==> config.mk <==
export PLATFORM = sky130hd
export DESIGN_NAME = lru_page_replacement_top
export DESIGN_NICKNAME = d
export VERILOG_FILES = /design/src/rtl/core/lpr_pkg.sv /design/src/rtl/core/lru_page_replacement_top.sv /design/src/rtl/core/lpr_cell.sv
export VERILOG_INCLUDE_DIRS = /design/src /design/src/rtl/core
export SDC_FILE = /design/constraint.sdc
export NUM_CORES = 1
export LEC_CHECK = 0
export BUFFER_PORTS_ARGS = -buffer_cell sky130_fd_sc_hd__buf_2
export CORE_ASPECT_RATIO = 2
export CORE_UTILIZATION = 45
export CTS_CLUSTER_SIZE = 24
export DETAILED_ROUTE_END_ITERATION = 7
export PLACE_DENSITY_LB_ADDON = 0.15
export SLEW_MARGIN = 20
export SYNTH_ARGS = -nofsm -noshare
export SYNTH_HDL_FRONTEND = slang
export SYNTH_SLANG_ARGS = --single-unit
export TNS_END_PERCENT = 50
==> constraint.sdc <==
create_clock -name clk -period 17.31 [get_ports clk]
set_input_delay 0.8655 -clock clk [delete_from_list [all_inputs] [get_ports clk]]
set_output_delay 0.8655 -clock clk [all_outputs]
set_load 0.005 [all_outputs]
==> src/rtl/core/assert_macros.svh <==
// ---------------------------------------------------------------------------
// assert_macros.svh
// Shared concurrent assertion shorthands for the core RTL.
// ---------------------------------------------------------------------------
`ifndef ASSERT_MACROS_SVH
`define ASSERT_MACROS_SVH

// Same-cycle implication, disabled while reset is high.
`define ASSERT_SAME(label, clk, rst, ante, cons) \
  label: assert property (@(posedge clk) disable iff (rst) (ante) |-> (cons)) \
    else $error("same-cycle check failed");

// Next-cycle implication, disabled while reset is high.
`define ASSERT_NEXT(label, clk, rst, ante, cons) \
  label: assert property (@(posedge clk) disable iff (rst) (ante) |=> (cons)) \
    else $error("next-cycle check failed");

`endif

==> src/rtl/core/lpr_pkg.sv <==
// ---------------------------------------------------------------------------
// lpr_pkg
// Types and constants shared by the LRU page replacement cells and top.
// ---------------------------------------------------------------------------
`default_nettype none

package lpr_pkg;

  // Sized for the largest supported frame count (64 frames).
  localparam int IDX_W  = 6;
  localparam int RANK_W = 6;
  localparam int LIM_W  = RANK_W + 1;
  localparam int CNT_W  = 32;
  localparam int CFG_W  = 4;
  localparam int OUT_W  = 56;

  // Search results handed from one cell to the next.
  typedef struct packed {
    logic              hit_found;
    logic [IDX_W-1:0]  hit_idx;
    logic [RANK_W-1:0] hit_rank;
    logic              empty_found;
    logic [IDX_W-1:0]  empty_idx;
    logic [RANK_W-1:0] worst_rank;
    logic [IDX_W-1:0]  worst_idx;
  } srch_t;

  // Update command broadcast to every cell.
  typedef struct packed {
    logic              en;
    logic              clear;
    logic              write;
    logic [IDX_W-1:0]  slot;
    logic [LIM_W-1:0]  limit;
  } upd_t;

  typedef enum logic [2:0] {
    ST_IDLE   = 3'b001,
    ST_SEARCH = 3'b010,
    ST_UPDATE = 3'b100
  } state_t;

endpackage

`default_nettype wire

==> src/rtl/core/lru_page_replacement_top.sv <==
// An input beat passes the accept, search and update states in turn; its result
//   beat is registered with the update. A new reference is taken only in the idle
//   state, after the search over the cell chain and the broadcast update of all cells.
// The input is taken again while a result beat still waits on the output.
// Reset: synchronous, active high; empties all frames, zeroes the fault count
//   and sets the frame count to 4. Frame pages are not cleared.
// ---------------------------------------------------------------------------
// lru_page_replacement_top
// Fully associative LRU page-frame tracker built from a chain of frame cells.
// ---------------------------------------------------------------------------
`default_nettype none

`include "assert_macros.svh"

module lru_page_replacement_top
  import lpr_pkg::*;
#(
  parameter  int MAX_FRAMES = 8,
  parameter  int PAGE_BITS  = 16,
  localparam int IN_W       = ((PAGE_BITS + 7) / 8) * 8
) (
  input  wire logic             clk,
  input  wire logic             rst,
  // input stream
  input  wire logic             s_tvalid,
  output logic                  s_tready,
  input  wire logic [IN_W-1:0]  s_tdata,   // page_number
  input  wire logic             s_tlast,   // last_in_run
  // result stream
  output logic                  m_tvalid,
  input  wire logic             m_tready,
  output logic      [OUT_W-1:0] m_tdata,   // fault, frame_index[3], evicted_valid,
                                           // evicted_page[16], fault_count[32], pad
  // frame count register
  input  wire logic             cfg_valid,
  output logic                  cfg_ready,
  input  wire logic [CFG_W-1:0] cfg_data   // frames_in_use
);

  localparam logic [CNT_W-1:0] CNT_MAX = '1;

  state_t state;

  // Registered reference under work.
  logic [PAGE_BITS-1:0] ref_page;
  logic                 ref_last;

  // Frame count register and its clamped form (zero acts as one).
  logic [CFG_W-1:0]     frames;
  logic [CFG_W-1:0]     cnt_eff;
  logic [MAX_FRAMES-1:0] active;

  logic [CNT_W-1:0]     faults;

  // Decision captured at the end of the search cycle.
  logic                 dec_hit;
  logic                 dec_write;
  logic                 dec_evict;
  logic [IDX_W-1:0]     dec_slot;
  logic [LIM_W-1:0]     dec_limit;
  logic [PAGE_BITS-1:0] dec_old_page;
  logic [CNT_W-1:0]     dec_count;

  srch_t                chain      [0:MAX_FRAMES];
  logic [PAGE_BITS-1:0] chain_page [0:MAX_FRAMES];
  upd_t                 upd;

  logic                 out_free;
  logic [PAGE_BITS+15:0] old_ext;

  assign cfg_ready = 1'b1;
  assign s_tready  = (state == ST_IDLE);
  assign out_free  = !m_tvalid || m_tready;
  assign cnt_eff   = (frames == '0) ? CFG_W'(1) : frames;

  // Head of the chain: nothing found yet.
  assign chain[0]      = '0;
  assign chain_page[0] = '0;

  for (genvar gi = 0; gi < MAX_FRAMES; gi++) begin : g_cell
    assign active[gi] = (gi < (1 << CFG_W)) && (CFG_W'(gi) < cnt_eff);

    lpr_cell #(
      .PAGE_BITS (PAGE_BITS),
      .INDEX     (gi)
    ) u_cell (
      .clk            (clk),
      .rst            (rst),
      .active         (active[gi]),
      .ref_page       (ref_page),
      .chain_in       (chain[gi]),
      .worst_page_in  (chain_page[gi]),
      .chain_out      (chain[gi+1]),
      .worst_page_out (chain_page[gi+1]),
      .upd            (upd),
      .write_page     (ref_page)
    );
  end

  // Broadcast the update once the result can be placed on the output.
  always_comb begin
    upd.en    = (state == ST_UPDATE) && out_free;
    upd.clear = ref_last;
    upd.write = dec_write;
    upd.slot  = dec_slot;
    upd.limit = dec_limit;
  end

  always_ff @(posedge clk) begin
    if (rst) begin
      frames <= CFG_W'(4);
    end else if (cfg_valid && cfg_ready) begin
      frames <= cfg_data;
    end
  end

  // Control: accept, search, update.
  always_ff @(posedge clk) begin
    if (rst) begin
      state    <= ST_IDLE;
      faults   <= '0;
      m_tvalid <= 1'b0;
    end else begin
      // Raise valid with each update, drop it once the beat is taken.
      if (upd.en) begin
        m_tvalid <= 1'b1;
      end else if (m_tready) begin
        m_tvalid <= 1'b0;
      end
      case (state)
        ST_IDLE: begin
          if (s_tvalid) begin
            state <= ST_SEARCH;
          end
        end
        ST_SEARCH: begin
          state <= ST_UPDATE;
        end
        ST_UPDATE: begin
          if (out_free) begin
            faults <= ref_last ? '0 : dec_count;
            state  <= ST_IDLE;
          end
        end
        default: begin
          state <= ST_IDLE;
        end
      endcase
    end
  end

  // Hold the accepted reference.
  always_ff @(posedge clk) begin
    if (s_tvalid && s_tready) begin
      ref_page <= s_tdata[PAGE_BITS-1:0];
      ref_last <= s_tlast;
    end
  end

  // Pick the slot from the chain tail: hit, else first empty, else LRU.
  always_ff @(posedge clk) begin
    if (state == ST_SEARCH) begin
      if (chain[MAX_FRAMES].hit_found) begin
        dec_hit      <= 1'b1;
        dec_write    <= 1'b0;
        dec_evict    <= 1'b0;
        dec_old_page <= '0;
        dec_slot     <= chain[MAX_FRAMES].hit_idx;
        dec_limit    <= {1'b0, chain[MAX_FRAMES].hit_rank};
        dec_count    <= faults;
      end else begin
        dec_hit   <= 1'b0;
        dec_write <= 1'b1;
        dec_count <= (faults == CNT_MAX) ? faults : faults + CNT_W'(1);
        if (chain[MAX_FRAMES].empty_found) begin
          dec_slot     <= chain[MAX_FRAMES].empty_idx;
          dec_limit    <= LIM_W'(MAX_FRAMES);
          dec_evict    <= 1'b0;
          dec_old_page <= '0;
        end else begin
          dec_slot     <= chain[MAX_FRAMES].worst_idx;
          dec_limit    <= {1'b0, chain[MAX_FRAMES].worst_rank};
          dec_evict    <= 1'b1;
          dec_old_page <= chain_page[MAX_FRAMES];
        end
      end
    end
  end

  assign old_ext = {16'b0, dec_old_page};

  // Load the result beat.
  always_ff @(posedge clk) begin
    if (upd.en) begin
      m_tdata <= {3'b000, dec_count, old_ext[15:0], dec_evict, dec_slot[2:0], !dec_hit};
    end
  end

  // The fault count moves only in the update cycle.
  `ASSERT_NEXT(a_faults_hold, clk, rst, state != ST_UPDATE, $stable(faults))
  // A hit neither evicts nor counts a fault.
  `ASSERT_SAME(a_hit_clean, clk, rst, (state == ST_UPDATE) && dec_hit,
               !dec_evict && !dec_write && (dec_count == faults))
  // An update always leaves a result beat on the output.
  `ASSERT_NEXT(a_update_out, clk, rst, upd.en, m_tvalid)
  // A reported hit never carries an evicted page.
  `ASSERT_SAME(a_out_hit, clk, rst, m_tvalid && !m_tdata[0],
               !m_tdata[4] && (m_tdata[20:5] == 16'h0000))

endmodule

`default_nettype wire

==> src/rtl/core/lpr_cell.sv <==
// ---------------------------------------------------------------------------
// lpr_cell
// One page frame: holds page, valid and recency rank, joins the search chain.
// ---------------------------------------------------------------------------
`default_nettype none

module lpr_cell
  import lpr_pkg::*;
#(
  parameter int PAGE_BITS = 16,
  parameter int INDEX     = 0
) (
  input  wire logic                 clk,
  input  wire logic                 rst,
  input  wire logic                 active,
  input  wire logic [PAGE_BITS-1:0] ref_page,
  input  wire srch_t                chain_in,
  input  wire logic [PAGE_BITS-1:0] worst_page_in,
  output srch_t                     chain_out,
  output logic      [PAGE_BITS-1:0] worst_page_out,
  input  wire upd_t                 upd,
  input  wire logic [PAGE_BITS-1:0] write_page
);

  localparam logic [IDX_W-1:0] MY_IDX = IDX_W'(INDEX);

  logic [PAGE_BITS-1:0] page;
  logic                 valid;
  logic [RANK_W-1:0]    rank;
  logic                 match;
  logic                 is_worst;

  assign match    = active && valid && (page == ref_page);
  assign is_worst = active && (rank >= chain_in.worst_rank);

  // Pass the search on: first hit, first empty frame, oldest (last on ties).
  always_comb begin
    chain_out      = chain_in;
    worst_page_out = worst_page_in;
    if (!chain_in.hit_found && match) begin
      chain_out.hit_found = 1'b1;
      chain_out.hit_idx   = MY_IDX;
      chain_out.hit_rank  = rank;
    end
    if (!chain_in.empty_found && active && !valid) begin
      chain_out.empty_found = 1'b1;
      chain_out.empty_idx   = MY_IDX;
    end
    if (is_worst) begin
      chain_out.worst_rank = rank;
      chain_out.worst_idx  = MY_IDX;
      worst_page_out       = page;
    end
  end

  always_ff @(posedge clk) begin
    if (rst) begin
      valid <= 1'b0;
      rank  <= '0;
    end else if (upd.en) begin
      if (upd.clear) begin
        valid <= 1'b0;
        rank  <= '0;
      end else if (upd.slot == MY_IDX) begin
        rank <= '0;
        if (upd.write) begin
          valid <= 1'b1;
        end
      end else if (valid && ({1'b0, rank} < upd.limit)) begin
        rank <= rank + RANK_W'(1);
      end
    end
  end

  // Page store has no reset; only read while valid.
  always_ff @(posedge clk) begin
    if (upd.en && !upd.clear && upd.write && (upd.slot == MY_IDX)) begin
      page <= write_page;
    end
  end

endmodule

`default_nettype wire

==> Yosys cells after proc, flatten, opt, wreduce, memory -nomap -nowiden <==
Index checks and enable logic that the tools add are counted.
{ "op_classes": {"addsub": 9, "multipliers": 0, "div": 0, "magnitude_cmp": 24, "eq_ne": 21, "shifts": 0, "muxes": 89, "bitwise_logic": 0, "n_reduce_logical": 131} }
{ "ops": {"columns": ["operator", "n"], "rows": [
  ["6-bit 2-to-1 mux", 28],
  ["16-bit == test", 8],
  ["16-bit 2-to-1 mux", 8],
  ["13-bit 2-to-1 mux", 8],
  ["12-bit 2-to-1 mux", 8],
  ["32-bit 2-to-1 mux", 3],
  ["1-bit logical AND", 66],
  ["6-bit by 7-bit < comparator with 1-bit output", 8],
  ["7-bit 2-to-1 mux", 8],
  ["6-bit by 1-bit adder with 6-bit output (second input constant)", 8],
  ["6-bit >= comparator", 7],
  ["32-bit by 1-bit adder with 32-bit output (second input constant)", 1],
  ["32-bit == test (second input constant)", 1],
  ["1-bit zero test", 25],
  ["6-bit by 3-bit == test with 1-bit output (second input constant)", 4],
  ["3-bit AND reduction", 8],
  ["3-bit nonzero test", 8],
  ["1-bit 2-to-1 mux", 22],
  ["2-bit AND reduction", 10],
  ["2-bit nonzero test", 10],
  ["3-bit by 4-bit < comparator with 1-bit output (first input constant)", 4],
  ["6-bit by 2-bit == test with 1-bit output (second input constant)", 2],
  ["3-bit one-hot mux with 3 select lines", 1],
  ["1-bit by 4-bit < comparator with 1-bit output (first input constant)", 2],
  ["other kinds (13)", 16]
]} }
{ "word_totals": {"ff_bits": 358, "latchBits": 0, "ram_bits": 0, "rom_bits": 0, "in_bits": 26, "output_inout_bits": 59, "word_cells": 313, "mem_count": 0} }

==> Longest topological paths before layout <==
Gate-level depths: netlist of run 1.
{ "depth": {"word_depth": 35, "mapped_depth": 71} }

==> Cells and area by module <==
A second synthesis of run 1 with hierarchy kept.
{ "hier_totals": {"hier_cells": 1867, "hier_area_um2": 21240.4} }
{ "modules_own_cells": {"columns": ["mod", "instances", "cells_per_inst", "area_per_inst_um2", "seq_area_each_um2"], "rows": [
  ["lru_page_replacement_top", 1, 496, 6732.7, 4794.6],
  ["lpr_cell at g_cell[1].u_cell ...", 3, 172, 1819.2, 620.6],
  ["lpr_cell at g_cell[5].u_cell ...", 2, 170, 1806.7, 620.6],
  ["lpr_cell at g_cell[0].u_cell", 1, 172, 1824.2, 620.6],
  ["lpr_cell at g_cell[3].u_cell", 1, 172, 1808.0, 620.6],
  ["lpr_cell at g_cell[7].u_cell", 1, 171, 1804.2, 620.6]
]} }

==> Worst setup path before layout of run 1 <==
OpenSTA, ideal clock, no wires.
{ "synth_path": {"kind": "register to register", "startpoint": "register g_cell[0].u_cell.rank[3]", "endpoint": "register dec_limit[0] (data pin)", "arrival_time_ps": 11806, "required_ps": 17056, "path_slack_ps": 5250, "stages_incl_launch_ff": 66, "period_less_slack_ps": 12060, "path_cell_list": "dfxtp_1 > inv_1 > ha_1 > nand4_1 > o21ai_1 > nand2_1 > clkbuf_1 > a21oi_1 > ha_1 > a21o_1 > o221a_4 > a2111oi_1 > nor2_1 > nand2_1 > mux2_2 > ha_1 > nand2b_1 > a21o_1 > (+30 left out) > o22ai_4 > mux2_2 > ha_1 > nand2b_1 > a21oi_1 > nor2b_1 > o21ai_0 > nand2b_1 > a21oi_1 > nor2b_1 > o21ai_0 > nor2_1 > inv_1 > o21ai_0 > inv_1 > o21ai_0 > a31o_2 > a21o_1"} }
{ "synth_between": {"elab_chain_len": 26} }
{ "synth_lines": {"columns": ["item", "line_no", "text"], "rows": [
  ["start, declared", "lpr_cell.sv:29", "logic [RANK_W-1:0] rank;"],
  ["start signal, assigned", "lpr_cell.sv:70", "rank <= rank + RANK_W'(1);"],
  ["6-bit by 1-bit >= comparator with 1-bit output", "lpr_cell.sv:34", "assign is_worst = active && (rank >= chain_in.worst_rank);"],
  ["1-bit logical AND", "lpr_cell.sv:34", null],
  ["12-bit 2-to-1 mux (*)", "lpr_cell.sv:49", "if (is_worst) begin"],
  ["6-bit >= comparator", "lpr_cell.sv:34", null],
  ["1-bit logical AND", "lpr_cell.sv:34", null],
  ["12-bit 2-to-1 mux (*)", "lpr_cell.sv:49", null],
  ["6-bit >= comparator", "lpr_cell.sv:34", null],
  ["1-bit logical AND", "lpr_cell.sv:34", null],
  ["(+10 left out)", null, null],
  ["6-bit >= comparator", "lpr_cell.sv:34", null],
  ["1-bit logical AND", "lpr_cell.sv:34", null],
  ["12-bit 2-to-1 mux (*)", "lpr_cell.sv:49", null],
  ["6-bit >= comparator", "lpr_cell.sv:34", null],
  ["1-bit logical AND", "lpr_cell.sv:34", null],
  ["12-bit 2-to-1 mux (*)", "lpr_cell.sv:49", null],
  ["6-bit 2-to-1 mux (*)", "lru_page_replacement_top.sv:175", "if (chain[MAX_FRAMES].empty_found) begin"],
  ["6-bit 2-to-1 mux (*)", "lru_page_replacement_top.sv:163", "if (chain[MAX_FRAMES].hit_found) begin"],
  ["end signal, assigned", "lru_page_replacement_top.sv:169", "dec_limit <= {1'b0, chain[MAX_FRAMES].hit_rank};"],
  ["end signal, assigned", "lru_page_replacement_top.sv:177", "dec_limit <= LIM_W'(MAX_FRAMES);"],
  ["end signal, assigned", "lru_page_replacement_top.sv:182", "dec_limit <= {1'b0, chain[MAX_FRAMES].worst_rank};"],
  ["end, declared", "lru_page_replacement_top.sv:60", "logic [LIM_W-1:0] dec_limit;"]
]} }
Every way passes the cells marked *; elsewhere a longest branch is shown, timed or not.
A chain may end at the register's enable or synchronous reset.

==> Worst setup path in the final report of run 1 <==
Same ends and word-level chain as after synthesis.

==> results.md, run 1 <==
- IO Pins: 85
- Drt total wl: 57.0 mm
- Pre-CTS WS: 1.85 ns
- FF-to-FF End: dec_limit[0]
- Synth area leader: edfxtp_1
- Die ar.: 42,100 sq um
- Global-route wire length before repair: 84.8 mm
- GP Congestion: 0.981
- M1 WL: 19.0 mm
- Fmax achieved: 0.0638 GHz
- Share of layout cells above drive strength 1: 0.121
- Startpoint types: flip-flop
- Hold Path Class: flip-flop to flip-flop
- CP required: 17.61 ns
- Buffers on Ports: 80
- Synth warn: 0
- WP buf/inv: 8
- PwrDens: 88.3 nW/um^2
- Yosys top cell area share: 0.417
- Drt wl/cell: 24.1 um
- # setup viols final: 0
- Peak per-stage delay on the critical path: 0.70 ns
- DR top layer: met4
- Vias in the first global route: 13,900
- Max Transition Viols Final: 0
- Worst-skew pair later-pin latency: 0.54 ns
- Post-placement cell area: 19,600 sq um
- Run status: completed
- Met3 Routed Length: 2.28 mm
- Maximum VDD drop: 0.0821 mV
- Worst hold path cell count: 0
- Met2 wire length: 31.5 mm
- Clock buffer depth: 3
- Worst reg2reg path depth: 68
- Arr. time, crit path: 15.98 ns
- Row cnt: 104
- Cells after synthesis: 1,743
- Critical path type: flip-flop to flip-flop
- Fin crit share: 0.906
- Dpl hpwl: 42.5 mm
- DR vias/cell: 5.79
- Post-route minimum period: 15.68 ns
- Hold Crit Start: dec_old_page[7]
- CTS resizes: 0
- Clock Root Buffer: clkbuf_16
- CTS tree: yes
- Die Height: 289 um
- R2r setup slk: 1.63 ns
- Synth unique cells: 82
- Iteration-0 DRC Markers: 797
- Setup Buffers After CTS: 0
- Relative slew slack: 0.365
- Async set-reset flop share out of synthesis: 0
- CTS Buf Count: 34
- Hold Path End: m_tdata[12]
- Crit-path slowest cell: o21ai_4
- Total GRT Usage: 0.272
- Final hold viol count: 0
- Slew @ Worst Pin: 0.952 ns
- Unrepaired setup endpoints after global routing: false
- Synthesized area per cell: 10.7 sq um
- Mapped cell area: 18,600 sq um
- Ant. Diodes: 0
- EDFF count, synth: 258
- Area Growth Syn to Fin: 11.1%
- Hold_buf cts: 0
- Design area: 20,600 sq um
- Initial antenna violation count: 0
- Core ar.: 40,500 sq um
- Grt ovf: 0
- Count of state elements after synthesis: 354
- Die W: 146 um
- H-tree Lvls: 2
- Crit path max-delay family: compound AO/OA/AOI/OAI gates
- TritonRoute pass-1 iters: 6
- Max cap viols: 0
- Sequential area share after synthesis: 0.521
- Clk slew on worst S/H paths: 0.07 ns
- Largest net degree at the start of global routing: 73
- Final ANT Viol Nets: 0
- DRC Markers: 0
- Starting density of the core: 0.459
- Fin nets: 1,916
- Via count: 13,700
- Top_reg_cell synth: edfxtp_1
- Setup TNS: 0 ns
- TritonCTS Sinks: 354
- CP endpoint kind: flip-flop
- Clock skew: 0.0205 ns
- RR Startpoint: g_cell[0].u_cell.rank[3]
- Synth top area cells: edfxtp_1 42%, dfxtp_1 10%, xnor2_1 6.6%
- Leakage: 7.43 nW
- Crit path max fanout: 28
- Final setup margin: 1.63 ns
==> cell usage after synthesis, drive strengths merged, types with 19 or more instances <==
cell type,number
nor2,204
xor2,51
edfxtp,258
buf,23
inv,63
nand3,53
nand2,110
a32oi,25
mux2i,30
o21ai,87
nor3b,36
clkbuf,68
ha,78
nand2b,28
a21oi,104
nand4,42
and3,19
dfxtp,96
xnor2,141
==> state kept, by name, summed over array words and instances (netlist names), 3 cells and up <==
signal,count
g_cell.u_cell.valid,8
dec_old_page,16
g_cell.u_cell.page,128
faults,32
m_tdata,53
dec_limit,6
g_cell.u_cell.rank,48
dec_slot,3
state,3
ref_page,16
frames,4
dec_count,32
==> cell type report <==
cell class / count / area, sq um
flip-flops and latches: 354 / 9670
clock buffers: 44 / 931
inverters: 64 / 240
repair buffers: 122 / 716
well taps: 530 / 663
multi-input cells: 1236 / 8290
fillers: 3663 / 19800
clock inverters: 16 / 136
==> layout by cell type, fill, tap and decap left out, types with 30 or more instances in the layout <==
cell type | Yosys | routed
xnor2_1 | 141 | 141
clkbuf_16 | 0 | 36
edfxtp_1 | 258 | 258
dfxtp_1 | 96 | 96
nand2_1 | 110 | 110
o21ai_0 | 65 | 65
mux2i_1 | 30 | 30
nand3_1 | 53 | 52
inv_1 | 63 | 62
ha_1 | 78 | 78
a21oi_1 | 103 | 103
buf_2 | 4 | 80
nor3b_1 | 36 | 35
nand4_1 | 42 | 42
nor2_1 | 203 | 200
buf_4 | 10 | 42
xor2_1 | 51 | 51
==> worst register-to-register path: cells and delay by family, from the launching register on <==
kind | cells | cell delay [ns]
flip-flops | 1 | 0.53
buffers and inverters | 8 | 1.46
AO/OA/AOI/OAI | 31 | 7.10
multiplexers | 3 | 1.29
AND/OR/NAND/NOR | 18 | 2.73
adder cells (fa/ha/maj) | 8 | 2.30
==> how the worst max path moves through the flow <==
stage	from	endpoint	slack, ns	cells past startpoint
global route	g_cell[0].u_cell.rank[3]	dec_limit[0]	0.51	69
detailed placement	g_cell[0].u_cell.rank[3]	dec_limit[0]	1.85	69
global placement	g_cell[0].u_cell.rank[3]	dec_limit[3]	1.75	68
finish	g_cell[0].u_cell.rank[3]	dec_limit[0]	1.63	68
floorplan	g_cell[0].u_cell.rank[3]	dec_limit[0]	5.25	65
CTS	g_cell[0].u_cell.rank[3]	dec_limit[0]	1.84	69
==> where the power goes <==
part	leakage, nW	switching (mW)	internal [mW]	total (mW)
combinational	3.83	0.115	0.0568	0.172
clock	0.519	0.328	0.400	0.728
sequential	3.08	0.00932	0.913	0.922
==> metrics by stage <==
stage / power (mW) / cells / hold slack, ns / util
2_1_floorplan: 1.05 / 1745 / 0.400 / -
3_3_place_gp: 1.11 / 2306 / 0.401 / 0.484
3_5_place_dp: 1.11 / 2306 / 0.406 / 0.484
4_1_cts: 1.84 / 2366 / 0.425 / 0.510
5_1_grt: 1.88 / 2366 / 0.429 / 0.510
6_report: 1.82 / 2366 / 0.423 / 0.510
==> cell families (layout without fill, tap and decap cells) <==
kind of cell / count (synthesis) / after routing / synth area share
flip-flops: 354 / 354 / 0.521
other: 2 / 4 / 0.000404
AO/OA/AOI/OAI: 341 / 341 / 0.123
multiplexers: 40 / 40 / 0.0224
adder cells (fa/ha/maj): 79 / 79 / 0.0532
buffers and inverters: 155 / 246 / 0.0354
XOR/XNOR: 192 / 192 / 0.0905
AND/OR/NAND/NOR: 580 / 580 / 0.154
==> layer usage <==
layer | global-route usage | up-vias
met5 | 0 | -
met4 | 0.189 | 0
met3 | 0.0293 | 180
met2 | 0.537 | 473
met1 | 0.262 | 6577
li1 | - | 6467
No activity file was read; power rests on OpenSTA's default activity.
==> run 2, diff against run 1 <==
CELL_PAD_IN_SITES_DETAIL_PLACEMENT = 1   (was not set)
CELL_PAD_IN_SITES_GLOBAL_PLACEMENT = 1   (was not set)
==> results.md, run 2 (same netlist as run 1, synthesis figures left out) <==
- Clock skew: 0.0290 ns
- Via count: 14,000
- Maximum VDD drop: 0.0918 mV
- CP required: 17.68 ns
- GP Congestion: 0.953
- Regs by FF count: g_cell.u_cell.page x128, m_tdata x53, g_cell.u_cell.rank x48
- Row cnt: 104
- Die Height: 289 um
- Crit path max-delay family: compound AO/OA/AOI/OAI gates
- DR vias/cell: 5.91
- Int Pwr: 1.45 mW
- CTS Buf Count: 34
- Fin crit share: 0.922
- Drt total wl: 61.2 mm
- Switching pwr: 481 uW
- Critical path type: flip-flop to flip-flop
- Dpl hpwl: 46.4 mm
- Hold Path Class: flip-flop to flip-flop
- Max Transition Viols Final: 0
- TritonRoute pass-1 iters: 4
- CTS tree: yes
- Relative slew slack: 0.295
- Max cap viols: 0
- Crit-path slowest cell: o21ai_4
- Total GRT Usage: 0.292
- Share of layout cells above drive strength 1: 0.122
- Peak per-stage delay on the critical path: 0.74 ns
- Setup TNS: 0 ns
- DR top layer: met4
- Post-route minimum period: 15.96 ns
- Drt wl/cell: 25.8 um
- DP Cell Count: 2,304
- Largest Register: g_cell.u_cell.page
- Slew @ Worst Pin: 1.05 ns
- Die W: 146 um
- Startpoint types: flip-flop
- H-tree Lvls: 2
- Max FFs per register: 128
- Comb power frac: 0.093
- M1 WL: 19.6 mm
- # setup viols final: 0
- Setup Buffers After CTS: 0
- Leakage: 7.50 nW
- Clock buffer depth: 3
- PwrDens: 92.9 nW/um^2
- Commonest non-fill, non-tap cell in the layout: edfxtp_1
- WP buf/inv: 8
- Clock Root Buffer: clkbuf_16
- Met3 Routed Length: 1.55 mm
- Arr. time, crit path: 16.33 ns
- Area Growth Syn to Fin: 12.0%
- Sw Share: 0.249
- Buffers on Ports: 80
- Largest net degree at the start of global routing: 53
- Unrepaired setup endpoints after global routing: false
- Starting density of the core: 0.459
- Final hold viol count: 0
- Run status: completed
- CP endpoint kind: flip-flop
- DRC Markers: 0
- Initial antenna violation count: 1
- Vias in the first global route: 14,900
- Footprint of the multi-input gates: 8290 sq um
- Crit path max fanout: 45
- Fin nets: 1,914
- Iteration-0 DRC Markers: 692
- Global-route wire length before repair: 90.5 mm
- Sequential cell area: 9670 sq um
- Fmax achieved: 0.0627 GHz
- Filler instances: 4,388
- Total power: 1.93 mW
- Flop pwr share: 0.476
- Clk slew on worst S/H paths: 0.06 ns
- Hold_buf cts: 0
- Die ar.: 42,100 sq um
- IO Pins: 85
- CTS resizes: 0
- Non-Filler Instances: 2,366
- Final ANT Viol Nets: 0
- Core ar.: 40,500 sq um
- TritonCTS Sinks: 354
- Clock network power share: 0.431
- Grt ovf: 0
- Most frequent cells in the layout: 258 x edfxtp_1, 200 x nor2_1, 141 x xnor2_1, 110 x nand2_1, 103 x a21oi_1
- Met2 wire length: 34.3 mm
- Worst-skew pair later-pin latency: 0.57 ns
[run 2: cell count changes in the layout (fill, tap and decap cells not counted), moves of 2 or more]
| cell | before | now |
|---|---|---|
| buf_4 | 42 | 40 |
| clkinv_1 | 3 | 7 |
| clkbuf_1 | 8 | 3 |
| bufinv_16 | 1 | 7 |
| clkinvlp_4 | 2 | 0 |
| clkinv_2 | 6 | 2 |
| inv_6 | 0 | 3 |
[run 2: power groups by stage]
stage | Clock (mW) | Combinational, mW | Sequential, mW
2_1_floorplan | 0 | 0.115 | 0.936
3_3_place_gp | 0 | 0.176 | 0.939
3_5_place_dp | 0 | 0.180 | 0.939
4_1_cts | 0.848 | 0.180 | 0.920
5_1_grt | 0.872 | 0.190 | 0.920
6_report | 0.832 | 0.180 | 0.920
[run 2: final cells by class]
type                            count  area share
Inverter                           64      0.0116
Clock buffer                       38      0.0427
Sequential cell                   354       0.465
Multi-Input combinational cell   1236       0.398
Timing Repair Buffer              120      0.0337
Antenna cell                        1    0.000120
Clock inverter                     23      0.0168
Tap cell                          530      0.0319
[run 2: worst paths after layout]
path	from	to	slack, ns	cells after the start
min reg2reg	dec_old_page[11]	m_tdata[16]	0.42	0
max reg2reg	g_cell[0].u_cell.rank[3]	dec_old_page[0]	1.35	67
max	g_cell[0].u_cell.rank[3]	dec_old_page[0]	1.35	67
min	dec_old_page[11]	m_tdata[16]	0.42	0
[run 2: stage by stage]
step | hold WS, ns | utilization | setup slack (ns) | instance area (sq um)
floorplan | 0.400 | - | 5.25 | 18600
global placement | 0.403 | 0.483 | 1.88 | 19600
detailed placement | 0.409 | 0.483 | 1.42 | 19600
CTS | 0.426 | 0.514 | 1.39 | 20800
global route | 0.429 | 0.514 | 0.212 | 20800
finish | 0.424 | 0.514 | 1.35 | 20800
[run 2: metal layers]
metal,up-vias,GRT usage
met4,0,0.251
li1,6473,-
met3,218,0.0287
met5,-,0
met1,6958,0.256
met2,340,0.584
==> run 3, diff against run 2 <==
SYNTH_HIERARCHICAL = 1   (was not set)
==> results.md, run 3 <==
- Post-route minimum period: 16.22 ns
- Arr. time, crit path: 16.51 ns
- Design area: 23,700 sq um
- DR vias/cell: 5.53
- Critical path type: flip-flop to flip-flop
- Final ANT Viol Nets: 0
- Hold Path Class: flip-flop to flip-flop
- # setup viols final: 0
- Maximum VDD drop: 0.0745 mV
- Post-placement cell area: 22,500 sq um
- Starting density of the core: 0.455
- Filler instances: 5,023
- Worst setup path start: g_cell[0].u_cell/rank[4]
- Die ar.: 48,100 sq um
- Drt wl/cell: 22.7 um
- CP required: 17.61 ns
- PwrDens: 77.7 nW/um^2
- Worst hold path cell count: 0
- Share of layout cells above drive strength 1: 0.252
- Mapped cell area: 21,200 sq um
- Row cnt: 112
- Fmax achieved: 0.0617 GHz
- Fin crit share: 0.937
- Cells after synthesis: 1,867
- Synth top area cells: edfxtp_1 37%, mux2_2 12%, dfxtp_1 9.0%
- Yosys top cell area share: 0.369
- Synth area leader: edfxtp_1
- CTS Buf Count: 35
- Most frequent cells in the layout: 261 x edfxtp_1, 226 x mux2_2, 124 x xor2_1, 110 x inv_1, 97 x ha_1
- Slew @ Worst Pin: 0.992 ns
- Leading cell types by count after synthesis: 261 x edfxtp_1, 226 x mux2_2, 124 x xor2_1, 111 x inv_1, 97 x ha_1
- Core ar.: 46,700 sq um
- Drt total wl: 61.1 mm
- Clk slew on worst S/H paths: 0.07 ns
- TritonCTS Sinks: 357
- Worst-skew pair later-pin latency: 0.56 ns
- Clock buffer depth: 3
- Fin nets: 2,163
- Crit-path slowest cell: o211ai_4
- Relative slew slack: 0.339
- Grt ovf: 0
- Die W: 156 um
- Non-Filler Instances: 2,693
- Synthesized area per cell: 11.4 sq um
- Iteration-0 DRC Markers: 506
- Total GRT Usage: 0.255
- Via count: 14,900
- Worst reg2reg path depth: 56
- RR Startpoint: g_cell[0].u_cell/rank[4]
- EDFF count, synth: 261
- CTS tree: yes
- Max FFs per register: 128
- Sequential area share after synthesis: 0.459
- Leakage: 9.27 nW
- Initial antenna violation count: 1
- Largest net degree at the start of global routing: 70
- Clock Root Buffer: clkbuf_16
- CP endpoint kind: flip-flop
- Synth warn: 6
- DP Cell Count: 2,626
- Run status: completed
- IO Pins: 85
- Buffers on Ports: 80
- Largest Register: g_cell.u_cell/page
- DRC Markers: 0
- Global-route wire length before repair: 92.4 mm
- TritonRoute pass-1 iters: 5
- Commonest non-fill, non-tap cell in the layout: edfxtp_1
- Max cap viols: 0
- Top_reg_cell synth: edfxtp_1
- Peak per-stage delay on the critical path: 0.69 ns
- Total power: 1.84 mW
- Setup TNS: 0 ns
- Count leader, synth: edfxtp_1
- Regs by FF count: g_cell.u_cell/page x128, m_tdata x53, g_cell.u_cell/rank x48
- Max Transition Viols Final: 0
- Unrepaired setup endpoints after global routing: false
- Dpl hpwl: 44.9 mm
- Async set-reset flop share out of synthesis: 0
- Die Height: 309 um
- Area Growth Syn to Fin: 11.5%
- Count of state elements after synthesis: 357
- Startpoint types: flip-flop
- Final hold viol count: 0
- Post-layout util: 0.507
- Hold Crit Start: dec_old_page[13]
- Vias in the first global route: 16,400
- Synth unique cells: 63
- H-tree Lvls: 2
- Crit path max fanout: 28
- Clock skew: 0.0301 ns
- GP Congestion: 0.872
## run 3: worst paths after layout
check	endpoint	slack (ns)
worst max-delay path	dec_limit[2]	1.09
worst max register to register	dec_limit[2]	1.09
worst min register to register	m_tdata[18]	0.43
worst min-delay path	m_tdata[18]	0.43
## run 3: timing repair
action,CTS,global route
hold buffers,0,0
endpoints found under the hold margin,0,0
setup buffers,0,0
setup endpoints to repair,0,25
resized for setup,0,1
## run 3: kinds of logic (layout without fill, tap and decap cells)
family          count (synthesis)  after routing  synth area share
other cells                     2             80          0.000354
compound gates                274            278            0.0928
buf+inv                       163            280            0.0379
mux                           237            237             0.125
flops                         357            357             0.459
fa+ha+maj                      97             97            0.0571
simple gates                  583            583             0.164
xor+xnor                      154            154            0.0635
## run 3: cell type report
cell class              instances  area (sq um)  area share
multi-input cells            1428         11000       0.466
flip-flops and latches        357          9760       0.412
clock buffers                  41           908      0.0384
well taps                     627           785      0.0331
repair buffers                107           603      0.0255
inverters                     111           418      0.0177
clock inverters                21           160     0.00676
diodes                          1          2.50    0.000106
## run 3: worst max-delay path: cells and delay by family (launching register included)
family | cells | cell delay [ns]
multiplexers | 8 | 3.36
buffers and inverters | 7 | 0.44
flip-flops | 1 | 0.47
adder cells (fa/ha/maj) | 8 | 1.97
AO/OA/AOI/OAI | 33 | 9.71
## run 3: metal layers
metal  routed length (um)  vias to the layer above  part of all wire  track usage
li1                     -                     7074                 -            -
met1                20700                     7353              0.34        0.243
met2                34200                      312              0.56        0.501
met3                 2230                      163             0.037       0.0369
met4                 3880                        0             0.064        0.160
met5                    0                        -                 0            0
## run 3: where the power goes
group | switching, mW | internal, mW | leakage, nW
combinational | 0.0818 | 0.0776 | 5.57
sequential | 0.0138 | 0.922 | 3.18
clock | 0.348 | 0.397 | 0.523
total | 0.444 | 1.40 | 9.27
## run 3: metrics by stage
stage | setup WS, ns | hold WS, ns
2_1_floorplan | 4.12 | 0.400
3_3_place_gp | 1.37 | 0.412
3_5_place_dp | 0.765 | 0.415
4_1_cts | 0.661 | 0.431
5_1_grt | 0.0718 | 0.443
6_report | 1.09 | 0.433
